[src/design/pxa_pkg.sv]
// ----------------------------------------------------------------------------
// pxa_pkg
// Shared types and constants of the Paxos acceptor: field widths, request
// kind codes, the controller command and status groups and the result record.
// ----------------------------------------------------------------------------
package pxa_pkg;

    // Size of the decided-value store and width of the kept value word.
    localparam int INSTANCE_DEPTH = 1024;
    localparam int VALUE_WIDTH    = 64;
    localparam int IDX_W          = $clog2(INSTANCE_DEPTH);
    localparam int MEM_W          = VALUE_WIDTH + 1;

    // Port field widths.
    localparam int KIND_W  = 2;
    localparam int INST_W  = 10;
    localparam int NUM_W   = 32;
    localparam int NODE_W  = 16;
    localparam int VALUE_W = 64;

    // Request kinds.
    localparam logic [KIND_W-1:0] KIND_PREPARE = 2'd0;
    localparam logic [KIND_W-1:0] KIND_ACCEPT  = 2'd1;
    localparam logic [KIND_W-1:0] KIND_DECIDE  = 2'd2;

    typedef logic [KIND_W-1:0]  kind_t;
    typedef logic [INST_W-1:0]  inst_t;
    typedef logic [NUM_W-1:0]   num_t;
    typedef logic [NODE_W-1:0]  node_t;
    typedef logic [VALUE_W-1:0] word_t;
    typedef logic [IDX_W-1:0]   idx_t;

    // Commands from the controller to the datapath.
    typedef struct packed {
        logic clr_en;   // write one zero entry of the store sweep
        logic rd_en;    // capture the request and read the store
        logic exec_en;  // evaluate, update state and load the result register
    } pxa_cmd_t;

    // Status from the datapath to the controller.
    typedef struct packed {
        logic clr_last; // the sweep is at the last store entry
    } pxa_status_t;

    // One result item.
    typedef struct packed {
        logic  old_instance;
        logic  granted;
        logic  committed;
        num_t  acc_number;
        node_t acc_node;
        logic  value_present;
        word_t value_out;
    } pxa_result_t;

endpackage

[src/design/pxa_ctrl.sv]
// ----------------------------------------------------------------------------
// pxa_ctrl
// Controller of the Paxos acceptor: sweeps the store clear after reset,
// then steps each request through a capture cycle and an execute cycle,
// and owns the valid flag of the result register.
// ----------------------------------------------------------------------------
module pxa_ctrl
    import pxa_pkg::*;
(
    input  logic        clk,
    input  logic        rst_n,
    input  logic        req_valid,
    output logic        req_ready,
    output logic        rsp_valid,
    input  logic        rsp_ready,
    input  pxa_status_t status,
    output pxa_cmd_t    cmd
);

    localparam logic [1:0] ST_CLEAR = 2'd0;
    localparam logic [1:0] ST_IDLE  = 2'd1;
    localparam logic [1:0] ST_EXEC  = 2'd2;

    logic [1:0] state_reg;
    logic [1:0] state_next;
    logic       out_valid_reg;
    logic       out_valid_next;

    // Next state and commands.
    always_comb
    begin
        state_next  = state_reg;
        cmd         = '0;
        req_ready   = 1'b0;
        unique case (state_reg)
            ST_CLEAR:
            begin
                cmd.clr_en = 1'b1;
                if (status.clr_last)
                begin
                    state_next = ST_IDLE;
                end
            end
            ST_IDLE:
            begin
                req_ready = 1'b1;
                if (req_valid)
                begin
                    cmd.rd_en  = 1'b1;
                    state_next = ST_EXEC;
                end
            end
            ST_EXEC:
            begin
                // The result register must be free, or freed in this cycle.
                if (!out_valid_reg || rsp_ready)
                begin
                    cmd.exec_en = 1'b1;
                    state_next  = ST_IDLE;
                end
            end
            default:
            begin
                state_next = ST_IDLE;
            end
        endcase
    end

    // Result register occupancy.
    always_comb
    begin
        priority if (cmd.exec_en)
        begin
            out_valid_next = 1'b1;
        end
        else if (rsp_ready)
        begin
            out_valid_next = 1'b0;
        end
        else
        begin
            out_valid_next = out_valid_reg;
        end
    end

    always_ff @(posedge clk or negedge rst_n)
    begin
        if (!rst_n)
        begin
            state_reg     <= ST_CLEAR;
            out_valid_reg <= 1'b0;
        end
        else
        begin
            state_reg     <= state_next;
            out_valid_reg <= out_valid_next;
        end
    end

    assign rsp_valid = out_valid_reg;

endmodule

[config.mk]
export PLATFORM = sky130hd
export DESIGN_NAME = pxa_ctrl
export DESIGN_NICKNAME = d
export VERILOG_FILES = /design/src/design/pxa_pkg.sv /design/src/design/pxa_ctrl.sv
export SDC_FILE = /design/constraint.sdc
export NUM_CORES = 1
export LEC_CHECK = 0
export BUFFER_PORTS_ARGS = -buffer_cell sky130_fd_sc_hd__buf_2
export CAP_MARGIN = 20
export CORE_AREA = 2 2 39 41
export CTS_CLUSTER_SIZE = 20
export DETAILED_ROUTE_END_ITERATION = 7
export DIE_AREA = 0 0 41 43
export GPL_TIMING_DRIVEN = 0
export PLACE_DENSITY = 0.3
export REMOVE_ABC_BUFFERS = 1
export SLEW_MARGIN = 20
export SYNTH_ARGS = -nofsm -noshare
export SYNTH_HDL_FRONTEND = slang
export SYNTH_SLANG_ARGS = --single-unit
[constraint.sdc]
create_clock -name clk -period 2 [get_ports clk]
set_input_delay 0.2 -clock clk [delete_from_list [all_inputs] [get_ports clk]]
set_output_delay 0.2 -clock clk [all_outputs]
set_load 0.03 [all_outputs]
# [Word level (Yosys, flattened, before mapping)]
# Cells that the tools add are included.
[classes] n_eq_ne=5 n_mux=12 reduce_logical=5
[op_table] operator="2-to-1 mux 1 bit" n=8
[op_table] operator="2-to-1 mux 2 bit" n=3
[op_table] operator="!= test 2 bit (second input constant)" n=3
[op_table] operator="case mux 2 bit (3 select lines)" n=1
[op_table] operator="AND reduction 3 bit" n=1
[op_table] operator="== test 2 x 1 -> 1 bit (second input constant)" n=1
[op_table] operator="== test 2 bit (second input constant)" n=1
[op_table] operator="logical NOT 2 bit" n=1
[op_table] operator="nonzero test 2 bit" n=1
[op_table] operator="logical NOT 1 bit" n=1
[op_table] operator="logical OR 1 bit" n=1
[totals] reg_bits=3 out_inout_bits=5

# [Longest topological paths before layout]
[depth] word_depth=5 ltp_mapped=3

# [Worst setup path before layout]
# No wires, ideal clock.
[synth_path] kind="flip-flop to output port" from="register out_valid_reg, in the netlist rsp_valid" to="output cmd[0] in the netlist's numbering" t_arrival_ns=0.884 slack_ns=0.916 stages_incl_launch_ff=4 n_path_buf=1 path_cell_list="dfrtp_1 -> nand2b_1 -> nor2b_1 -> buf_4"
[synth_rtl] item="start, declared" line="pxa_ctrl.sv:26" source="logic out_valid_reg;"
[synth_rtl] item="start signal, assigned" line="pxa_ctrl.sv:96" source="out_valid_reg <= out_valid_next;"
[synth_rtl] item="end, declared" line="pxa_ctrl.sv:17" source="output pxa_cmd_t cmd"

==> metrics.cfg <==
[yosys]
yosysWarnings=0
ys_async_sr_fraction_pct=100
seq_area_frac_synth_pct=48.4
synth-edff-count=0
synth_common_cells=3 x dfrtp_1, 2 x nand2b_1, 2 x nor3_1
synth_area_leaders=dfrtp_1 48%, and4bb_2 8.1%, nand2b_1 8.1%
muxShareOfSynthArea_pct=0
postSynthCellCount=15
postSynthAreaPerCell_um2=10.3
synth.distinct_cells=11
synth_top_family_by_area=simple AND/OR/NAND/NOR gates
synth_top_cell_by_area=dfrtp_1
yosys.area_share.xor_xnor_pct=0
synth_ff_type=dfrtp_1
synth_compound_area_share_pct=0
synth-simple-area-share_pct=46.8
ys_seq_elements=3
synth_fa_ha_area_share_pct=0
synth_most_common_cell=dfrtp_1
syn_area_um2=155
synth_top_area_share_pct=48.4

[timing]
tightest_slew_ps=161
rsz0062_at_grt=false
setup_viol=0
fin_setup_tns_ps=0
min_period_ps=1320
relSlewSlack_pct=89.2
fin_worst_skew_ps=0.969
max_freq_mhz=760
timing.final.hold_violations=0
hold_ws_ps=253
slew_violations=0
min_period_over_period_pct=65.8

[clocking]
cts_htree_levels=1
clockBufferDepth=2
clock_latency_ps=230
clock-root-buffer=clkbuf_4
cts_buffers=3
cts_tree=yes
clock_sinks=3
clk_pin_slew_worst_paths_ps=40

[detailed_routing]
vias=146
wirelength_um=318
viasPerCell=3.32
wl_per_cell_um=7.23
drt-initial-drc-count=0
drcViolationCount=0
drt_first_pass_iters=1
antenna_left=0

[place]
placed_cells=39
io_buffers=9
gp_congestion=0.541
post_dp_cell_area_um2=213

[final_layout]
largest_reg_flops=2
area_growth_pct=60.5
layoutNonFillerInstCount=44
stdcell_area_um2=249
diodes=0
nets=34
drive_above_1_share_pct=50.0
nFillCells=170

[die]
rows=14
initial_utilization_pct=11.2
io-pin-count=10
die-area_um2=1760
die_w_um=41
die_h_um=43
core_area_um2=1380

[power_and_ir_drop]
p_per_area_nw_per_um2=1650
p_seq_share_pct=27.7
p_sw_uw=180
p_clk_share_pct=25.3
combPwrFrac_pct=47.1
p_int_uw=230
leakagePower_uw=0.000130
swShare_pct=43.9
ir_worst_vdd_v=0.000211

[min_path]
min_path_type=in -> reg
min_from=rsp_ready

[global_routing]
grt_overflow=0
antenna_found_initial=0
grt_use_total_pct=5.44
grt_pass1_vias=147
grt_first_pass_wirelength_um=565
grt_max_degree=7

[critical_path]
critPathKind=reg -> out
critPathRequiredTime_ps=1800
arrival_ps=1120
endpoint_kind=primary output
r2r_start=state_reg[1]
worstPathMaxFanout=6
start_kind=flip-flop
crit_path_start=state_reg[0]

[flow_run]
max-cap-violations=0

[run_status]
status=complete, no violations

==> final cells by class <==
cell class                      instances  area, um2  area share [%]
Sequential cell                         3       75.1            30.2
Multi-Input combinational cell         11       72.6            29.1
Timing Repair Buffer                   10       55.1            22.1
Clock buffer                            4       26.3            10.6
Tap cell                               16       20.0            8.04
==> power by group through the flow <==
stage                     Clock, uW  Sequential [uW]  Combinational (uW)
after floorplan                   0              125                 126
after global placement            0              115                 196
after detailed placement          0              115                 195
after CTS                       111              114                 197
after global routing            115              121                 209
final                           104              114                 193
==> stage by stage <==
stage / utilization [%] / worst slack [ps] / power [uW]
after floorplan: - / 728 / 252
after detailed placement: 15.4 / 923 / 310
after global placement: 15.4 / 923 / 310
after CTS: 18.0 / 667 / 422
final: 18.0 / 685 / 411
after global routing: 18.0 / 600 / 445
==> metal layers <==
metal	global-route usage [%]	routed length [um]
met1	3.90	94
met2	7.50	203
met3	3.14	20
met4	8.00	0
met5	0	0
==> cells by family after synthesis <==
family	count (synthesis)
AND/OR/NAND/NOR	11
buffers and inverters	1
flip-flops	3
==> final timing paths <==
kind,endpoint,slack [ps],cells after the start
worst max-delay path,cmd[0],680,3
worst min-delay path,rsp_valid,250,3
worst max register to register,state_reg[1],1020,2
worst min register to register,rsp_valid,530,2
max in group asynchronous,rsp_valid,1600,2
min in group asynchronous,state_reg[1],290,2
==> repair_timing <==
action | 4_1_cts | 5_1_grt
hold endpoints to repair | 3 | 0
hold buffers | 1 | 0
resized for setup | 0 | 0
buffers inserted | 0 | 0
==> critical path, cell delays in order (launching register included) <==
cell	delay [ps]
dfrtp_1	410
nand2b_1	180
nor2b_1	110
buf_2	200
==> cells in the final DEF (no fill, tap or decap) <==
cell,instances
and2b_2,1
and3b_1,1
and4bb_2,1
buf_2,9
clkbuf_1,1
clkbuf_4,3
dfrtp_1,3
dlygate4sd3_1,1
nand2_1,1
nand2b_1,2
nor2_1,1
nor2b_1,1
nor3_1,2
or2_1,1
No activity file was read; power rests on OpenSTA's default activity.
